===== src/hdl/obb_pkg.sv =====
// ----------------------------------------------------------------------------
// obb_pkg
// Shared types and constants of the box overlap test block.
// ----------------------------------------------------------------------------
`default_nettype none
package obb_pkg;

    localparam int DEF_COMPONENT_WIDTH = 24;
    localparam int FRAC_BITS           = 12;
    localparam int DIGIT_BITS          = 8;
    localparam int NUM_VECS            = 11;

    localparam logic [3:0] CMD_LAST_LOAD = 4'd10;
    localparam logic [3:0] CMD_TEST      = 4'd11;

    localparam logic [3:0] VEC_AX0 = 4'd0;
    localparam logic [3:0] VEC_AC  = 4'd3;
    localparam logic [3:0] VEC_AE  = 4'd4;
    localparam logic [3:0] VEC_BX0 = 4'd5;
    localparam logic [3:0] VEC_BC  = 4'd8;
    localparam logic [3:0] VEC_BE  = 4'd9;
    localparam logic [3:0] VEC_OFF = 4'd10;

    localparam logic [3:0] LAST_IDX = 4'd14;

    typedef enum logic [2:0] {
        SRC_VEC,
        SRC_TV,
        SRC_RM,
        SRC_T,
        SRC_ONE,
        SRC_ONE24
    } t_src_kind;

    typedef struct packed {
        t_src_kind  kind;
        logic [3:0] vec;
        logic [3:0] idx;
    } t_src;

    typedef struct packed {
        logic       clr;
        logic       mac_start;
        logic       dst_r;
        logic       sub;
        logic       abs_x;
        t_src       src_x;
        t_src       src_y;
        logic       store_en;
        logic [3:0] store_idx;
        logic       cmp_cross;
    } t_dp_cmd;

    typedef struct packed {
        logic busy;
        logic mac_done;
        logic separated;
    } t_dp_stat;

endpackage
`default_nettype wire


===== src/hdl/obb_ctrl.sv =====
// ----------------------------------------------------------------------------
// obb_ctrl
// Controller: input handshake, test sequencing over dot products and the
// fifteen axes, result register.
// ----------------------------------------------------------------------------
`default_nettype none
module obb_ctrl
    import obb_pkg::*;
(
    input  wire logic       i_clk,
    input  wire logic       i_rst_n,
    input  wire logic       i_valid,
    output logic            o_stall,
    input  wire logic [3:0] i_command,
    output logic            o_valid,
    input  wire logic       i_stall,
    output logic            o_boxes_overlap,
    output t_dp_cmd         o_cmd,
    input  wire t_dp_stat   i_stat
);

    typedef enum logic [2:0] {
        S_IDLE,
        S_CLR,
        S_MAC,
        S_WAIT,
        S_STORE,
        S_CMP
    } t_state;

    typedef struct packed {
        t_src x;
        t_src y;
        logic abs_x;
        logic sub;
        logic dst_r;
        logic last;
    } t_uop;

    t_state     r_state, n_state;
    logic       r_axis, n_axis;
    logic [3:0] r_idx, n_idx;
    logic [2:0] r_term, n_term;
    logic       r_out_valid, n_out_valid;
    logic       r_overlap, n_overlap;
    t_uop       uop;
    logic       accept;

    function automatic logic [1:0] div3(input logic [3:0] v);
        if (v >= 4'd6) begin
            return 2'd2;
        end else if (v >= 4'd3) begin
            return 2'd1;
        end
        return 2'd0;
    endfunction

    function automatic logic [1:0] rem3(input logic [3:0] v);
        logic [1:0] q;
        logic [3:0] q3;
        q  = div3(v);
        q3 = {2'b00, q} + {1'b0, q, 1'b0};
        return 2'(v - q3);
    endfunction

    function automatic logic [1:0] nxt3(input logic [1:0] v);
        return (v == 2'd2) ? 2'd0 : v + 2'd1;
    endfunction

    function automatic t_src vsrc(input logic [3:0] base, input logic [1:0] c);
        return '{kind: SRC_VEC, vec: base, idx: {2'b00, c}};
    endfunction

    function automatic t_src rsrc(input t_src_kind k, input logic [3:0] n);
        return '{kind: k, vec: 4'd0, idx: n};
    endfunction

    function automatic t_src rm(input logic [1:0] i, input logic [1:0] j);
        return rsrc(SRC_RM, {2'b00, i} * 4'd3 + {2'b00, j});
    endfunction

    function automatic t_uop gen_uop(input logic axis_ph, input logic [3:0] idx,
                                     input logic [2:0] term);
        t_uop       u;
        logic [3:0] d;
        logic [1:0] i, j, k, i1, i2, j1, j2;
        u.x     = rsrc(SRC_ONE, 4'd0);
        u.y     = rsrc(SRC_ONE, 4'd0);
        u.abs_x = 1'b0;
        u.sub   = 1'b0;
        u.dst_r = 1'b0;
        u.last  = 1'b0;
        k       = term[1:0];
        if (!axis_ph) begin
            u.last = (term == 3'd2);
            if (idx < 4'd3) begin
                case (term)
                    3'd0: u.x = vsrc(VEC_BC, idx[1:0]);
                    3'd1: begin
                        u.x   = vsrc(VEC_AC, idx[1:0]);
                        u.sub = 1'b1;
                    end
                    default: u.x = vsrc(VEC_OFF, idx[1:0]);
                endcase
            end else if (idx < 4'd12) begin
                d   = idx - 4'd3;
                i   = div3(d);
                j   = rem3(d);
                u.x = vsrc(VEC_AX0 + {2'b00, i}, k);
                u.y = vsrc(VEC_BX0 + {2'b00, j}, k);
            end else begin
                d   = idx - 4'd12;
                u.x = vsrc(VEC_AX0 + {2'b00, d[1:0]}, k);
                u.y = rsrc(SRC_TV, {2'b00, k});
            end
        end else if (idx < 4'd3) begin
            i      = idx[1:0];
            u.last = (term == 3'd4);
            case (term)
                3'd0: u.x = rsrc(SRC_T, {2'b00, i});
                3'd1: begin
                    u.x     = vsrc(VEC_AE, i);
                    u.y     = rsrc(SRC_ONE24, 4'd0);
                    u.dst_r = 1'b1;
                end
                default: begin
                    j       = 2'(term - 3'd2);
                    u.x     = rm(i, j);
                    u.abs_x = 1'b1;
                    u.y     = vsrc(VEC_BE, j);
                    u.dst_r = 1'b1;
                end
            endcase
        end else if (idx < 4'd6) begin
            d      = idx - 4'd3;
            j      = d[1:0];
            u.last = (term == 3'd6);
            case (term) inside
                3'd0, 3'd1, 3'd2: begin
                    u.x = rsrc(SRC_TV, {2'b00, k});
                    u.y = vsrc(VEC_BX0 + {2'b00, j}, k);
                end
                3'd3: begin
                    u.x     = vsrc(VEC_BE, j);
                    u.y     = rsrc(SRC_ONE24, 4'd0);
                    u.dst_r = 1'b1;
                end
                default: begin
                    i       = 2'(term - 3'd4);
                    u.x     = rm(i, j);
                    u.abs_x = 1'b1;
                    u.y     = vsrc(VEC_AE, i);
                    u.dst_r = 1'b1;
                end
            endcase
        end else begin
            d      = idx - 4'd6;
            i      = div3(d);
            j      = rem3(d);
            i1     = nxt3(i);
            i2     = nxt3(i1);
            j1     = nxt3(j);
            j2     = nxt3(j1);
            u.last = (term == 3'd5);
            u.abs_x = (term >= 3'd2);
            u.dst_r = (term >= 3'd2);
            case (term)
                3'd0: begin
                    u.x = rsrc(SRC_T, {2'b00, i2});
                    u.y = rm(i1, j);
                end
                3'd1: begin
                    u.x   = rsrc(SRC_T, {2'b00, i1});
                    u.y   = rm(i2, j);
                    u.sub = 1'b1;
                end
                3'd2: begin
                    u.x = rm(i2, j);
                    u.y = vsrc(VEC_AE, i1);
                end
                3'd3: begin
                    u.x = rm(i1, j);
                    u.y = vsrc(VEC_AE, i2);
                end
                3'd4: begin
                    u.x = rm(i, j2);
                    u.y = vsrc(VEC_BE, j1);
                end
                default: begin
                    u.x = rm(i, j1);
                    u.y = vsrc(VEC_BE, j2);
                end
            endcase
        end
        return u;
    endfunction

    assign uop     = gen_uop(r_axis, r_idx, r_term);
    assign o_stall = (r_state != S_IDLE) || (r_out_valid && (i_command == CMD_TEST));
    assign accept  = i_valid && !o_stall;
    assign o_valid = r_out_valid;
    assign o_boxes_overlap = r_overlap;

    always_comb begin
        o_cmd.clr       = (r_state == S_CLR);
        o_cmd.mac_start = (r_state == S_MAC);
        o_cmd.dst_r     = uop.dst_r;
        o_cmd.sub       = uop.sub;
        o_cmd.abs_x     = uop.abs_x;
        o_cmd.src_x     = uop.x;
        o_cmd.src_y     = uop.y;
        o_cmd.store_en  = (r_state == S_STORE);
        o_cmd.store_idx = r_idx;
        o_cmd.cmp_cross = r_axis && (r_idx >= 4'd6);
    end

    always_comb begin
        n_state     = r_state;
        n_axis      = r_axis;
        n_idx       = r_idx;
        n_term      = r_term;
        n_out_valid = r_out_valid && i_stall;
        n_overlap   = r_overlap;
        unique case (r_state)
            S_IDLE: begin
                if (accept && (i_command == CMD_TEST)) begin
                    n_state = S_CLR;
                    n_axis  = 1'b0;
                    n_idx   = 4'd0;
                end
            end
            S_CLR: begin
                n_term  = 3'd0;
                n_state = S_MAC;
            end
            S_MAC: n_state = S_WAIT;
            S_WAIT: begin
                if (i_stat.mac_done) begin
                    if (uop.last) begin
                        n_state = r_axis ? S_CMP : S_STORE;
                    end else begin
                        n_term  = r_term + 3'd1;
                        n_state = S_MAC;
                    end
                end
            end
            S_STORE: begin
                n_state = S_CLR;
                if (r_idx == LAST_IDX) begin
                    n_axis = 1'b1;
                    n_idx  = 4'd0;
                end else begin
                    n_idx = r_idx + 4'd1;
                end
            end
            S_CMP: begin
                if (i_stat.separated || (r_idx == LAST_IDX)) begin
                    n_out_valid = 1'b1;
                    n_overlap   = !i_stat.separated;
                    n_state     = S_IDLE;
                end else begin
                    n_idx   = r_idx + 4'd1;
                    n_state = S_CLR;
                end
            end
            default: n_state = S_IDLE;
        endcase
    end

    always_ff @(posedge i_clk) begin
        if (!i_rst_n) begin
            r_state     <= S_IDLE;
            r_axis      <= 1'b0;
            r_idx       <= 4'd0;
            r_term      <= 3'd0;
            r_out_valid <= 1'b0;
        end else begin
            r_state     <= n_state;
            r_axis      <= n_axis;
            r_idx       <= n_idx;
            r_term      <= n_term;
            r_out_valid <= n_out_valid;
        end
        r_overlap <= n_overlap;
    end

endmodule
`default_nettype wire


===== config.mk =====
export PLATFORM = sky130hd
export DESIGN_NAME = obb_ctrl
export DESIGN_NICKNAME = d
export VERILOG_FILES = /design/src/hdl/obb_pkg.sv /design/src/hdl/obb_ctrl.sv
export SDC_FILE = /design/constraint.sdc
export NUM_CORES = 1
export LEC_CHECK = 0
export ABC_AREA = 1
export BUFFER_PORTS_ARGS = -buffer_cell sky130_fd_sc_hd__buf_2
export CAP_MARGIN = 20
export CORE_MARGIN = 10
export CORE_UTILIZATION = 45
export CTS_CLUSTER_DIAMETER = 120
export DETAILED_ROUTE_END_ITERATION = 8
export GPL_TIMING_DRIVEN = 0
export PLACE_DENSITY = 0.77
export REMOVE_ABC_BUFFERS = 1
export SLEW_MARGIN = 30
export SYNTH_ARGS = -nofsm -noshare
export SYNTH_HDL_FRONTEND = slang
export SYNTH_SLANG_ARGS = --single-unit

===== constraint.sdc =====
create_clock -name i_clk -period 4.2 [get_ports i_clk]
set_input_delay 0.21 -clock i_clk [delete_from_list [all_inputs] [get_ports i_clk]]
set_output_delay 0.21 -clock i_clk [all_outputs]
set_load 0.01 [all_outputs]

==> run_results.csv <==
group,metric,value,unit
global_route,grt_max_degree,17,
logic_synthesis,synth_edf_count,1,
layout,post_route_cells_drive_above_1_share,0.222,
sta,timing.final.hold_violations,0,
worst_setup_path,slowest_stage,"sky130_fd_sc_hd__fa_1",
place,gpl.final_weighted_congestion,0.917,
layout,seq_area,277,um^2
pwr,total_power_consumption,1.29,mW
global_route,grtUsageTotal,0.159,
route,drt_pre_antenna_iters,5,
worst_setup_path,kind_of_start_point_of_the_critical_path,"register",
sta,setup-tns-final,0,ns
layout,fill_cells,565,
sta,post_route_clock_period_utilization,0.953,
sta,worst_slew_margin_rel,0.639,
layout,fin_nets,502,
logic_synthesis,synth_top_family_by_area,"simple AND/OR/NAND/NOR gates",
logic_synthesis,yosys.area.top_type_share,0.138,
logic_synthesis,yosysWarningCount,0,
clock_tree,cts.reportedPaths.clkPinSlew,0.05,ns
clock_tree,worstSkewPairLatency,0.25,ns
outcome,status,"complete, no violations",
logic_synthesis,synth_adder_area_share,0.193,
layout,area.growth.synth_to_final,14.9,%
global_route,grt_pass1_wl,12000,um
sta,worst_clock_skew,0.00316,ns
logic_synthesis,netlist-cell-type-count,43,
worst_setup_path,cp_cell_sequence,"clkinvlp_4, ha_1, nor2_1, nor2_2, nand2_2, nor2_4, ha_2, xnor2_2, inv_1, nand2_2, nand2_2, ha_1, ha_1, fa_1, inv_1, o22ai_1, a21oi_1, o21ai_1, nand3_1, o21ai_0, buf_2",
pwr,power.density_cell_area,442,nW/um^2
die,pin_count,47,
worst_hold_path,min-delay-start,"i_stall",
logic_synthesis,synth_xor_area_frac,0.0207,
worst_setup_path,timing.critical_path.to_type,"primary output",
clock_tree,cts_num_sinks,13,
worst_setup_path,r2r-start,"r_term[1]$_SDFFE_PN0P_",
worst_setup_path,critPathBufInv,4,
logic_synthesis,ys_async_sr_fraction,0,
route,avgViaCountPerCell,5.37,
sta,post-route-min-period,4.00,ns
logic_synthesis,synthDominantAreaCellType,"sky130_fd_sc_hd__ha_1",
run,cap_violations,0,
logic_synthesis,post_synth_and_or_nand_nor_area_fraction,0.384,
clock_tree,cts_max_level,1,
die,die_ht,95.2,um
logic_synthesis,dominantRegCellSynth,"sky130_fd_sc_hd__dfxtp_1",
die,floorplan.initialDensity,0.462,
die,placement_rows,27,
worst_setup_path,max_stage_delay,0.47,ns
place,place.detailed.instances,517,
worst_setup_path,regToRegEndpoint,"r_term[2]$_SDFFE_PN0P_",
logic_synthesis,synth.mux.area_fraction,0.00394,
logic_synthesis,ys_top_cells_by_area,"sky130_fd_sc_hd__ha_1 14%, sky130_fd_sc_hd__nand2_1 13%, sky130_fd_sc_hd__dfxtp_1 9.4%, sky130_fd_sc_hd__inv_1 9.0%, sky130_fd_sc_hd__nor2_1 6.3%",
clock_tree,clock_tree_from_tritoncts,"done",
route,post_dr_wirelength_cell,14.2,um
die,fp.dieArea,9060,um^2
place,dp_hpwl,5950,um
worst_hold_path,whs_path_cells,3,
global_route,initial_antenna_violation_count,0,
global_route,grt_pass1_vias,2562,
logic_synthesis,synth.avg_cell_area,6.20,um^2
route,ant_nets,0,
logic_synthesis,netlist_area,2540,um^2
die,coreArea,5510,um^2
sta,final-setup-viol-count,0,
sta,worst_pin_slew,0.542,ns
layout,finalNonFillerCells,527,
route,drt_iter0_markers,163,
worst_setup_path,worst-endpoint-required,3.99,ns
route,via_count,2832,
route,totalWireLength,7480,um
worst_setup_path,worst-setup-path-type,"reg -> out",
worst_setup_path,timing.critical_path.max_delay_family,"adder cells",
place,placement.cell_area,2800,um^2
route,drcViolationCount,0,
pwr,power_leakage,1.56,nW
worst_setup_path,reg2reg_depth,12,
worst_setup_path,crit_path_max_fanout,7,
pwr,worst_ir_drop_vdd,0.000242,V
logic_synthesis,ys_ff_latch,13,
logic_synthesis,yosysSeqAreaShare,0.106,
worst_setup_path,setup.worst_path.start,"r_idx[1]$_SDFFE_PN0P_",
clock_tree,cts_root_buffer,"sky130_fd_sc_hd__clkbuf_8",
logic_synthesis,synth-compound-area-share,0.162,
sta,max_freq,250,MHz
worst_setup_path,crit_arrival,3.79,ns
clock_tree,cts_made_buffers,3,
worst_hold_path,worstHoldPathType,"in -> reg",
die,die-width,95.2,um
logic_synthesis,netlist_instances,410,
layout,multi_input_area,1970,um^2
layout,core_util_final,0.531,
layout,num_antenna_cells,0,
layout,finalInstanceArea,2920,um^2
sta,drv_slew,0,
clock_tree,clock_tree.buffer_depth,2,
global_route,grt_overflow_total,0,
worst_setup_path,r2r_slack,1.76,ns
place,numPortBuffers,44,
worst_hold_path,holdPathEnd,"o_valid$_SDFF_PN0_",
[cell usage after synthesis (all sizes together), types with 2 or more instances]
library cell  count
a21oi            27
buf               6
clkbuf            3
dfxtp            12
fa                7
ha               28
inv              71
nand2           102
nand3            29
nand4             3
nor2             54
nor3              9
o211ai            4
o21ai            32
o22ai             5
xnor2             2
xor2              4
[registers in the layout, summed over array words and instances, names as in the netlist]
name / cells
r_term: 3
r_idx: 4
o_valid: 1
r_axis: 1
o_boxes_overlap: 1
r_state: 3
[worst max-delay path by stage]
stage                 to  slack, ns  depth (start not counted)
2_1_floorplan  o_cmd[19]       0.30                         20
3_3_place_gp   o_cmd[19]      -0.19                         21
3_5_place_dp   o_cmd[19]      -0.23                         21
4_1_cts        o_cmd[19]       0.09                         21
5_1_grt        o_cmd[19]      -0.02                         21
6_report       o_cmd[19]       0.20                         21
[worst register-to-register path: stages (launching register included)]
cell	delay (ns)
sky130_fd_sc_hd__dfxtp_1	0.45
sky130_fd_sc_hd__clkinv_1	0.42
sky130_fd_sc_hd__ha_1	0.49
sky130_fd_sc_hd__nand2_2	0.16
sky130_fd_sc_hd__inv_2	0.09
sky130_fd_sc_hd__o21ai_1	0.14
sky130_fd_sc_hd__inv_1	0.07
sky130_fd_sc_hd__nand2_1	0.06
sky130_fd_sc_hd__nand2_1	0.07
sky130_fd_sc_hd__nand2_2	0.11
sky130_fd_sc_hd__nand2_2	0.08
sky130_fd_sc_hd__a21oi_1	0.15
sky130_fd_sc_hd__nor2_1	0.05
[metal layers]
metal  GRT usage  wire (um)
met5           0          0
met3      0.0259        604
met1       0.198       3250
met2       0.276       3530
met4      0.0424         92
[cells by family after synthesis]
logic type | after synthesis
xor gates and xnor gates | 6
buffers and inverters | 81
muxes | 1
AOI/OAI and AO/OA | 73
and+or+nand+nor | 200
DFF | 13
adders and majority gates | 35
other | 1
[area by class of cell]
type                       instances  share of cell area
inverter                          72              0.0946
timing repair buffer              50              0.0908
tap                               72              0.0308
multi-input combinational        316               0.674
clock buffer                       4              0.0154
sequential                        13              0.0946
[report_power, final]
group | switching, mW | internal [mW]
sequential | 0.0458 | 0.149
combinational | 0.644 | 0.341
clock | 0.0462 | 0.0672
[per-stage QoR]
step	setup slack (ns)	hold WS (ns)
floorplan	0.304	0.335
global placement	-0.190	0.470
detailed placement	-0.234	0.474
CTS	0.0864	0.216
global route	-0.0232	0.220
finish	0.196	0.221
[timing repair]
item                                    in CTS  in global routing
pin swaps                                    1                  1
resized for setup                            4                  6
setup buffers                                2                  4
hold buffers                                 0                  0
endpoints found under the setup margin       6                  2
[cells in the final DEF (no fill, tap or decap), types with 5 or more instances in the layout]
cell type                 count
sky130_fd_sc_hd__nor3_1       8
sky130_fd_sc_hd__o22ai_1      5
sky130_fd_sc_hd__nand3_1     26
sky130_fd_sc_hd__nor2_1      43
sky130_fd_sc_hd__dfxtp_1      9
sky130_fd_sc_hd__inv_2        9
sky130_fd_sc_hd__o21ai_1      6
sky130_fd_sc_hd__o21ai_0     22
sky130_fd_sc_hd__nor2_4       7
sky130_fd_sc_hd__nand2_1     89
sky130_fd_sc_hd__buf_2       44
sky130_fd_sc_hd__buf_4        6
sky130_fd_sc_hd__inv_1       60
sky130_fd_sc_hd__ha_1        27
sky130_fd_sc_hd__nand2_2      9
sky130_fd_sc_hd__fa_1         7
sky130_fd_sc_hd__a21oi_1     27
(Power assumes the default switching activity.)
